--- src/rtl/core/btedc_pkg.sv ---
// shared types and constants for the banded transposition edit distance block
// no dependencies
`default_nettype none

package btedc_pkg;

    localparam int MAX_LEN_DEF = 32;
    // covers every score for the supported string lengths (up to 64)
    localparam int DIST_W      = 7;
    localparam logic [5:0] CUTOFF_CAP = 6'd32;

    localparam logic [1:0] OP_LOAD_FIRST  = 2'd0;
    localparam logic [1:0] OP_LOAD_SECOND = 2'd1;
    localparam logic [1:0] OP_COMPUTE     = 2'd2;
    localparam logic [1:0] OP_NONE        = 2'd3;

    typedef struct packed {
        logic [1:0] opcode;
        logic [7:0] char_byte;
        logic [5:0] max_distance;
    } btedc_in_t;

    typedef struct packed {
        logic [5:0] distance;
        logic       over_cutoff;
        logic       length_overflow;
    } btedc_out_t;

    // what one cell hands to its right neighbor
    typedef struct packed {
        logic              valid;
        logic              last;
        logic              not_first;
        logic [7:0]        a_char;
        logic [7:0]        b_char;
        logic [DIST_W-1:0] cur;
        logic [DIST_W-1:0] prev;
        logic [DIST_W-1:0] diag2;
    } btedc_link_t;

endpackage

`default_nettype wire

--- src/rtl/core/btedc_cell.sv ---
// one column cell of the systolic edit distance chain
// depends on btedc_pkg
`default_nettype none

module btedc_cell
    import btedc_pkg::*;
#(
    parameter int COL = 1
) (
    input  wire logic        aclk,
    input  wire logic        aresetn,
    input  wire logic        start,
    input  wire logic        wr_en,
    input  wire logic [7:0]  wr_char,
    input  wire logic        wr_sel,
    input  wire btedc_link_t left,
    output btedc_link_t      right
);

    logic              vld_reg, last_reg, nf_reg;
    logic [7:0]        a_reg, b_reg;
    logic [DIST_W-1:0] cur_reg, prev_reg, diag_reg, diag2_reg;
    logic [DIST_W:0]   c_up, c_left, c_diag, c_trans, best;
    logic              trans_ok;
    logic [DIST_W-1:0] cur_next;

    always_comb begin
        c_up    = {1'b0, cur_reg} + 1'b1;
        c_left  = {1'b0, left.cur} + 1'b1;
        c_diag  = {1'b0, left.prev} + {{DIST_W{1'b0}}, (left.a_char != b_reg)};
        c_trans = {1'b0, left.diag2} + 1'b1;
        // adjacent swap: a_i == b_(j-1) and a_(i-1) == b_j
        trans_ok = (COL > 1) && left.not_first && (left.a_char == left.b_char)
                   && (a_reg == b_reg);
        best = c_up;
        if (c_left < best) begin
            best = c_left;
        end
        if (c_diag < best) begin
            best = c_diag;
        end
        if (trans_ok && (c_trans < best)) begin
            best = c_trans;
        end
        cur_next = best[DIST_W-1:0];
    end

    always_ff @(posedge aclk) begin
        if (!aresetn) begin
            vld_reg <= 1'b0;
        end else if (start) begin
            // a new compute flushes rows still crossing the chain
            vld_reg <= 1'b0;
        end else begin
            vld_reg <= left.valid;
        end
        if (wr_en && wr_sel) begin
            b_reg <= wr_char;
        end
        if (start) begin
            cur_reg <= DIST_W'(COL);
        end else if (left.valid) begin
            cur_reg   <= cur_next;
            prev_reg  <= cur_reg;
            diag_reg  <= left.prev;
            diag2_reg <= diag_reg;
            a_reg     <= left.a_char;
            nf_reg    <= left.not_first;
            last_reg  <= left.last;
        end
    end

    always_comb begin
        right.valid     = vld_reg;
        right.last      = last_reg;
        right.not_first = nf_reg;
        right.a_char    = a_reg;
        right.b_char    = b_reg;
        right.cur       = cur_reg;
        right.prev      = prev_reg;
        right.diag2     = diag2_reg;
    end

endmodule

`default_nettype wire

--- src/rtl/core/banded_transposition_edit_distance.sv ---
// top level of the banded transposition edit distance block
// depends on btedc_pkg and btedc_cell
`default_nettype none

// Optimal string alignment distance (insert, delete, substitute, swap of two
// adjacent characters, each costing one) between two byte strings of up to
// MAX_LEN characters. Opcode 0 appends a byte to the first string, opcode 1 to
// the second; each load is one transfer and gives no result.
// Opcode 2 computes with cutoff min(max_distance, 32) and returns one result:
// the distance if it is at most the cutoff, else cutoff+1 with over_cutoff set.
// A string loaded past MAX_LEN flags length_overflow and forces cutoff+1.
// Compute clears both strings. The second string sits in a chain of MAX_LEN
// cells, one per column; the first string streams through the chain one
// character per cycle from a small memory. A compute runs until the last
// row reaches the column of the last second-string character; the result
// then passes the result register and, once the output register is free,
// that output register, which drives m_. Empty strings and overflow skip
// the table walk and go straight to the result register. Inputs are held
// off while a compute runs and while its result waits for the output
// register; once the result sits there, loads are taken while it waits on m_.
module banded_transposition_edit_distance
    import btedc_pkg::*;
#(
    parameter int MAX_LEN = MAX_LEN_DEF
) (
    input  wire logic       aclk,
    input  wire logic       aresetn,
    input  wire logic       s_valid,
    output logic            s_ready,
    input  wire btedc_in_t  s_data,
    output logic            m_valid,
    input  wire logic       m_ready,
    output btedc_out_t      m_data
);

    localparam int LW = $clog2(MAX_LEN + 2);
    localparam int AW = $clog2(MAX_LEN);
    localparam int IW = $clog2(MAX_LEN + 1);

    typedef enum logic [1:0] {
        ST_IDLE,
        ST_RUN,
        ST_FINISH
    } state_t;

    state_t state_reg;

    logic [LW-1:0] first_len_reg, second_len_reg;
    logic [LW-1:0] run_la_reg, run_lb_reg, iss_reg;
    logic [5:0]    cut_reg;
    btedc_out_t    res_reg;
    btedc_out_t    m_data_reg;
    logic          m_valid_reg;

    // first string memory, registered read
    logic [7:0]    first_mem [MAX_LEN];
    logic [7:0]    rd_data_reg;
    logic          hv_reg, hlast_reg, hnf_reg;
    logic [LW-1:0] hrow_reg;

    btedc_link_t   links [MAX_LEN+1];
    btedc_link_t   sel_link;

    logic          s_xfer, is_load_a, is_load_b, is_comp;
    logic          start;
    logic          issue;
    logic [5:0]    cut_in;
    logic          ovf_in;

    assign s_ready   = (state_reg == ST_IDLE);
    assign s_xfer    = s_valid && s_ready;
    assign is_load_a = s_xfer && (s_data.opcode == OP_LOAD_FIRST);
    assign is_load_b = s_xfer && (s_data.opcode == OP_LOAD_SECOND);
    assign is_comp   = s_xfer && (s_data.opcode == OP_COMPUTE);
    assign cut_in    = (s_data.max_distance > CUTOFF_CAP) ? CUTOFF_CAP
                                                          : s_data.max_distance;
    assign ovf_in    = (first_len_reg > LW'(MAX_LEN)) || (second_len_reg > LW'(MAX_LEN));
    assign start     = is_comp;
    assign issue     = (state_reg == ST_RUN) && (iss_reg < run_la_reg);

    assign m_valid = m_valid_reg;
    assign m_data  = m_data_reg;

    // clamp a raw score to the cutoff
    function automatic btedc_out_t finish_res(input logic [7:0] d, input logic [5:0] cut,
                                              input logic ovf);
        btedc_out_t r;
        r.length_overflow = ovf;
        if (ovf || (d > {2'b00, cut})) begin
            r.distance    = cut + 6'd1;
            r.over_cutoff = 1'b1;
        end else begin
            r.distance    = d[5:0];
            r.over_cutoff = 1'b0;
        end
        return r;
    endfunction

    // memory write on first string load, read for the streaming head
    always_ff @(posedge aclk) begin
        if (is_load_a && (first_len_reg < LW'(MAX_LEN))) begin
            first_mem[first_len_reg[AW-1:0]] <= s_data.char_byte;
        end
        if (issue) begin
            rd_data_reg <= first_mem[iss_reg[AW-1:0]];
            hlast_reg   <= ((iss_reg + 1'b1) == run_la_reg);
            hnf_reg     <= (iss_reg != '0);
            hrow_reg    <= iss_reg + 1'b1;
        end
    end

    // head of the chain: column zero of the table
    always_comb begin
        links[0].valid     = hv_reg;
        links[0].last      = hlast_reg;
        links[0].not_first = hnf_reg;
        links[0].a_char    = rd_data_reg;
        links[0].b_char    = 8'd0;
        links[0].cur       = DIST_W'(hrow_reg);
        links[0].prev      = DIST_W'(hrow_reg - 1'b1);
        links[0].diag2     = '0;
    end

    for (genvar g = 1; g <= MAX_LEN; g++) begin : g_cell
        btedc_cell #(
            .COL (g)
        ) u_cell (
            .aclk    (aclk),
            .aresetn (aresetn),
            .start   (start),
            .wr_en   (is_load_b),
            .wr_char (s_data.char_byte),
            .wr_sel  (second_len_reg == LW'(g - 1)),
            .left    (links[g-1]),
            .right   (links[g])
        );
    end

    // column of the last second-string character
    assign sel_link = links[run_lb_reg[IW-1:0]];

    always_ff @(posedge aclk) begin
        if (!aresetn) begin
            state_reg      <= ST_IDLE;
            first_len_reg  <= '0;
            second_len_reg <= '0;
            m_valid_reg    <= 1'b0;
            hv_reg         <= 1'b0;
            iss_reg        <= '0;
        end else begin
            hv_reg <= issue;
            if (m_valid_reg && m_ready && (state_reg != ST_FINISH)) begin
                m_valid_reg <= 1'b0;
            end
            if (is_load_a && (first_len_reg <= LW'(MAX_LEN))) begin
                first_len_reg <= first_len_reg + 1'b1;
            end
            if (is_load_b && (second_len_reg <= LW'(MAX_LEN))) begin
                second_len_reg <= second_len_reg + 1'b1;
            end
            unique case (state_reg)
                ST_IDLE: begin
                    if (is_comp) begin
                        first_len_reg  <= '0;
                        second_len_reg <= '0;
                        run_la_reg     <= first_len_reg;
                        run_lb_reg     <= second_len_reg;
                        cut_reg        <= cut_in;
                        iss_reg        <= '0;
                        // empty strings and overflow need no table walk
                        if (ovf_in) begin
                            res_reg   <= finish_res(8'd0, cut_in, 1'b1);
                            state_reg <= ST_FINISH;
                        end else if (first_len_reg == '0) begin
                            res_reg   <= finish_res(8'(second_len_reg), cut_in, 1'b0);
                            state_reg <= ST_FINISH;
                        end else if (second_len_reg == '0) begin
                            res_reg   <= finish_res(8'(first_len_reg), cut_in, 1'b0);
                            state_reg <= ST_FINISH;
                        end else begin
                            state_reg <= ST_RUN;
                        end
                    end
                end
                ST_RUN: begin
                    if (issue) begin
                        iss_reg <= iss_reg + 1'b1;
                    end
                    if (sel_link.valid && sel_link.last) begin
                        res_reg   <= finish_res(8'(sel_link.cur), cut_reg, 1'b0);
                        state_reg <= ST_FINISH;
                    end
                end
                ST_FINISH: begin
                    if (!m_valid_reg || m_ready) begin
                        m_data_reg  <= res_reg;
                        m_valid_reg <= 1'b1;
                        state_reg   <= ST_IDLE;
                    end
                end
                default: begin
                    state_reg <= ST_IDLE;
                end
            endcase
        end
    end

endmodule

`default_nettype wire
--- config.mk ---
export PLATFORM = sky130hd
export DESIGN_NAME = banded_transposition_edit_distance
export DESIGN_NICKNAME = d
export VERILOG_FILES = /design/src/rtl/core/btedc_pkg.sv /design/src/rtl/core/btedc_cell.sv /design/src/rtl/core/banded_transposition_edit_distance.sv
export SDC_FILE = /design/constraint.sdc
export NUM_CORES = 2
export LEC_CHECK = 0
export BUFFER_PORTS_ARGS = -buffer_cell sky130_fd_sc_hd__buf_4
export CELL_PAD_IN_SITES_DETAIL_PLACEMENT = 1
export CELL_PAD_IN_SITES_GLOBAL_PLACEMENT = 1
export CORE_UTILIZATION = 37
export DETAILED_ROUTE_END_ITERATION = 8
export PLACE_DENSITY_LB_ADDON = 0.1
export SETUP_SLACK_MARGIN = 0.1
export SLEW_MARGIN = 20
export SYNTH_ARGS = -nofsm -noshare
export SYNTH_HDL_FRONTEND = slang
export SYNTH_HIERARCHICAL = 1
export SYNTH_SLANG_ARGS = --single-unit
--- constraint.sdc ---
create_clock -name aclk -period 8.4 [get_ports aclk]
set_clock_uncertainty 0.15 [all_clocks]
set_input_delay 1.68 -clock aclk [delete_from_list [all_inputs] [get_ports aclk]]
set_output_delay 1.68 -clock aclk [all_outputs]
set_load 0.02 [all_outputs]
; ---- Yosys cells after proc, flatten, opt, wreduce, memory -nomap -nowiden
; Memories as Yosys holds them, arrays and structs flattened. A register that Yosys moved wholly into a read port is not among the register bits.
; Index checks and enable logic that the tools add are counted.
[op_classes]
addsub = 102
magnitude_cmp = 106
n_eq_ne = 106
mux = 129
bitwise = 3
n_reduce_logical = 183
[op_table]
columns = op, n
row1 = $lt 8x8->1, 95
row2 = $mux 8, 68
row3 = $add 7x1->8 const B, 63
row4 = $add 7x1->8, 32
row5 = $eq 8x8->1, 32
row6 = $ne 8x8->1, 32
row7 = $mux 7, 35
row8 = $bmux 40 s6, 1
row9 = $logic_and 1x1->1, 136
row10 = $eq 6x5->1 const B, 16
row11 = $mux 40, 2
row12 = $reduce_and 2->1, 32
row13 = $mux 6, 9
row14 = $eq 6x4->1 const B, 8
row15 = $add 6x1->6 const B, 5
row16 = $eq 6x3->1 const B, 4
row17 = $gt 6x6->1 const B, 3
row18 = $pmux 8 s2, 1
row19 = $eq 6x2->1 const B, 2
row20 = $gt 6x6->1, 2
row21 = $le 6x6->1 const B, 2
row22 = $logic_not 6->1, 2
row23 = $mux 2, 6
row24 = $pmux 6 s2, 1
row25 = 25 further kinds, 40
[word_totals]
regBits = 1568
ramBits = 256
input_bits = 20
output_inout_bits = 10
elab_cells = 936
memories = 1
[mem_list]
columns = name, depth, width, rd, rd_clocked_by_memory_dff, wr, line_no
row1 = first_mem, 32, 8, 1, 1, 1, banded_transposition_edit_distance.sv:56  ; logic [7:0] first_mem [MAX_LEN];

; ---- Logic depth before layout (Yosys ltp)
[depth]
depth_word = 9
mapped_depth = 31
ltp_nobuf = 29

; ---- Hierarchy
; Netlist, hierarchy kept.
[by_module_without_submodules]
columns = mod, instances, cells_per_inst, area_each_um2
row1 = banded_transposition_edit_distance, 1, 1062, 16405.7
row2 = btedc_cell (g_cell[12].u_cell ...), 2, 272, 3010.4
row3 = btedc_cell (g_cell[24].u_cell), 1, 286, 3124.2
row4 = btedc_cell (g_cell[8].u_cell), 1, 285, 3124.2
row5 = btedc_cell (g_cell[23].u_cell), 1, 269, 3076.7
row6 = btedc_cell (g_cell[19].u_cell), 1, 271, 3071.7
row7 = btedc_cell (g_cell[5].u_cell), 1, 269, 3070.4
row8 = btedc_cell (g_cell[32].u_cell), 1, 285, 3069.2
row9 = btedc_cell (g_cell[31].u_cell), 1, 271, 3065.4
row10 = btedc_cell (g_cell[2].u_cell), 1, 280, 3064.2
row11 = btedc_cell (g_cell[3].u_cell), 1, 270, 3062.9
row12 = btedc_cell (g_cell[29].u_cell), 1, 269, 3061.7
row13 = btedc_cell (g_cell[13].u_cell), 1, 269, 3059.2
row14 = btedc_cell (g_cell[7].u_cell), 1, 267, 3059.2
row15 = +18 rows, --, --, --

; ---- Worst setup path before layout
; OpenSTA, ideal clock, no wires.
[synth_path]
kind = reg-to-reg
from = register g_cell[31].u_cell.cur_reg[0]
to = register g_cell[32].u_cell.cur_reg[5]
setup_ps = 206
t_arrival_ps = 6306
setup_slack_ps = 1738
path_stages_with_launch = 27
cell_sequence = dfxtp_1 ha_1 nand3_1 xor2_1 inv_1 ha_1 a21oi_1 o2111ai_1 a41o_2 a21oi_2 mux2i_1 inv_1 ha_1 a21o_1 a21o_1 a221oi_1 or4b_1 buf_6 a21o_1 ha_1 a2111oi_0 o2111ai_1 nor4_1 nand4b_1 o311a_1 o41ai_1 a31oi_1
[synth_between]
elab_chain_len = 8
[synth_rtl]
columns = item, line_no
row1 = start: declaration, btedc_cell.sv:22  ; logic [DIST_W-1:0] cur_reg, prev_reg, diag_reg, diag2_reg;
row2 = start signal: assignment, btedc_cell.sv:61  ; cur_reg <= DIST_W'(COL);
row3 = start signal: assignment, btedc_cell.sv:63  ; cur_reg <= cur_next;
row4 = $add 7x1->8 (*), btedc_cell.sv:29  ; c_left = {1'b0, left.cur} + 1'b1;
row5 = $lt 8x8->1, btedc_cell.sv:36  ; if (c_left < best) begin
row6 = $mux 8 (*), btedc_cell.sv:36
row7 = $lt 8x8->1, btedc_cell.sv:39  ; if (c_diag < best) begin
row8 = $mux 8 (*), btedc_cell.sv:39
row9 = $lt 8x8->1, btedc_cell.sv:42  ; if (trans_ok && (c_trans < best)) begin
row10 = $logic_and 1x1->1, btedc_cell.sv:42
row11 = $mux 7 (*), btedc_cell.sv:42
row12 = end signal: assignment, btedc_cell.sv:61
row13 = end signal: assignment, btedc_cell.sv:63
row14 = end: declaration, btedc_cell.sv:22
; Every way passes the cells marked *; elsewhere a longest branch is shown, timed or not.
; A chain may end at the register's enable or synchronous reset.

; ---- Worst setup path in the final report
[layout_path]
from = register g_cell[31].u_cell.cur_reg[1]
to = register g_cell[32].u_cell.cur_reg[5]
; Same word-level chain as after synthesis.

==> results.json <==
{
  "tightest_slew_ns": 1.25,
  "critPathArrivalTime_ns": 8.39,
  "p_leak_uw": 0.0450,
  "max_stage_delay_ns": 0.73,
  "vias": 79100,
  "drtPass1Iterations": 5,
  "hold_path_depth": 0,
  "relSlewSlack": 0.164,
  "tns_ns": 0,
  "routed-wl-met3_um": 13200,
  "grt_pass1_vias": 83200,
  "dp.cells": 13600,
  "nFillCells": 32000,
  "cap_violations": 0,
  "pin_count": 30,
  "dieWidth_um": 553,
  "slowest_stage": "or4b_1",
  "rows": 201,
  "reg2reg_from": "g_cell[31].u_cell/cur_reg[1]",
  "numCtsBuffers": 215,
  "final_cell_mix": "edfxtp_1, ha_1, xor2_1",
  "min_from": "g_cell[4].u_cell/diag_reg[2]",
  "p_per_area_nw_per_um2": 159,
  "syn_inst": 9685,
  "die_area_um2": 306000,
  "drt_iter0_drc": 5148,
  "top_layer": "met5",
  "wl_met2_um": 181000,
  "drt-vias-per-instance": 5.65,
  "cts.sinks": 1810,
  "place.gp.congestion": 0.873,
  "cts_tree": "built",
  "initial_core_util": 0.373,
  "min_period_ns": 7.81,
  "syn_area_um2": 112000,
  "worst_setup_path_end_kind": "flip-flop",
  "area_growth_pct": 10.8,
  "hold_class": "flip-flop to flip-flop",
  "drive_above_1_share": 0.120,
  "max_clock_freq_mhz": 128,
  "finalHoldViolations": 0,
  "r2r_slack_ns": 0.59,
  "rsz0062_at_grt": "true",
  "gr-total-overflow": 0,
  "startpoint_type": "flip-flop",
  "crit_path_frequent_cell": "ha_1",
  "slew_violations": 0,
  "layoutNonFillerInstCount": 14000,
  "final_nets": 10600,
  "hold_end": "g_cell[4].u_cell/diag2_reg[2]",
  "dpl.hpwl_um": 280000,
  "synth_warnings": 6,
  "met1_length_um": 166000,
  "mostFrequentLayoutCell": "edfxtp_1",
  "grt_max_degree": 78,
  "drt_wl_total_um": 370000,
  "grt_pass1_wl_um": 550000,
  "postCtsHoldBufs": 0,
  "drcViolationCount": 0,
  "finalSetupViolCount": 0,
  "vdd_ir_drop_max_mv": 0.175,
  "worstPathMaxFanout": 8,
  "antenna_found_initial": 30,
  "h-tree-depth": 4,
  "antenna_left": 0,
  "path_clk_slew_ns": 0.06,
  "reg2reg_to": "g_cell[32].u_cell/cur_reg[5]",
  "worstRegToRegCells": 25,
  "fin_crit_sh": 0.930,
  "avgRoutedWirePerCell_um": 26.5,
  "core-area_um2": 301000,
  "syn_avg_cell_area_um2": 11.6,
  "cts_root_buf": "clkbuf_16",
  "grtUsageTotal": 0.237,
  "worstSkewPairLatency_ns": 0.93,
  "port-buffer-count": 29,
  "clock_path_buffers": 4,
  "critPathKind": "flip-flop to flip-flop",
  "run_status": "complete, no violations",
  "cp.required_ns": 8.98,
  "die_y_um": 553
}
[layout make-up]
type	count	area, um^2	area share
diodes	13	32.5	0.000261
clock buffers	269	5780	0.0464
clock inverters	130	1530	0.0123
inverters	477	1810	0.0145
multi-input cells	7154	57400	0.461
flip-flops and latches	1810	51600	0.414
well taps	3958	4950	0.0398
repair buffers	170	1380	0.0111
[critical path: cells and delay by family (launching register included)]
kind,cells,cell delay (ns)
AO/OA/AOI/OAI,13,3.59
AND/OR/NAND/NOR,4,1.49
adder cells (fa/ha/maj),4,1.22
flip-flops,1,0.49
multiplexers,1,0.30
XOR/XNOR,1,0.24
buffers and inverters,2,0.15
[what timing repair did]
action / 4_1_cts / 5_1_grt
setup buffers: 0 / 0
resized for setup: 0 / 4
endpoints found under the setup margin: 0 / 14
[report_power, final]
group	switching (uW)	internal, uW	leakage (uW)	total, uW
Clock	4050	5720	0.00354	9780
Combinational	277	120	0.0255	397
Sequential	17.4	9660	0.0160	9670
Total	4350	15500	0.0450	19800
[stage by stage]
stage / hold WS [ns] / worst slack (ns) / util / total power [uW] / instance area, um^2
5_1_grt: 0.240 / 0.0211 / 0.414 / 20400 / 124000
6_report: 0.228 / 0.589 / 0.414 / 19800 / 124000
2_1_floorplan: 0.250 / 1.79 / - / 10100 / 112000
4_1_cts: 0.222 / 0.197 / 0.413 / 20100 / 124000
3_3_place_gp: 0.250 / 0.520 / 0.389 / 10300 / 117000
3_5_place_dp: 0.255 / 0.251 / 0.389 / 10300 / 117000
[routing by layer]
metal	global-route usage	up-vias
met1	0.315	40500
met2	0.411	1373
met3	0.0234	452
met4	0.0609	12
met5	0	-
li1	-	36700
[how the worst max path moves through the flow]
stage                            startpoint                      endpoint  slack [ns]
6_report       g_cell[31].u_cell/cur_reg[1]  g_cell[32].u_cell/cur_reg[5]        0.59
3_3_place_gp   g_cell[18].u_cell/cur_reg[1]  g_cell[19].u_cell/cur_reg[6]        0.52
3_5_place_dp    g_cell[2].u_cell/cur_reg[0]   g_cell[3].u_cell/cur_reg[6]        0.25
5_1_grt         g_cell[2].u_cell/cur_reg[0]   g_cell[3].u_cell/cur_reg[6]        0.02
4_1_cts         g_cell[2].u_cell/cur_reg[0]   g_cell[3].u_cell/cur_reg[6]        0.20
2_1_floorplan  g_cell[31].u_cell/cur_reg[0]  g_cell[32].u_cell/cur_reg[5]        1.79
No activity file was read; power rests on OpenSTA's default activity.
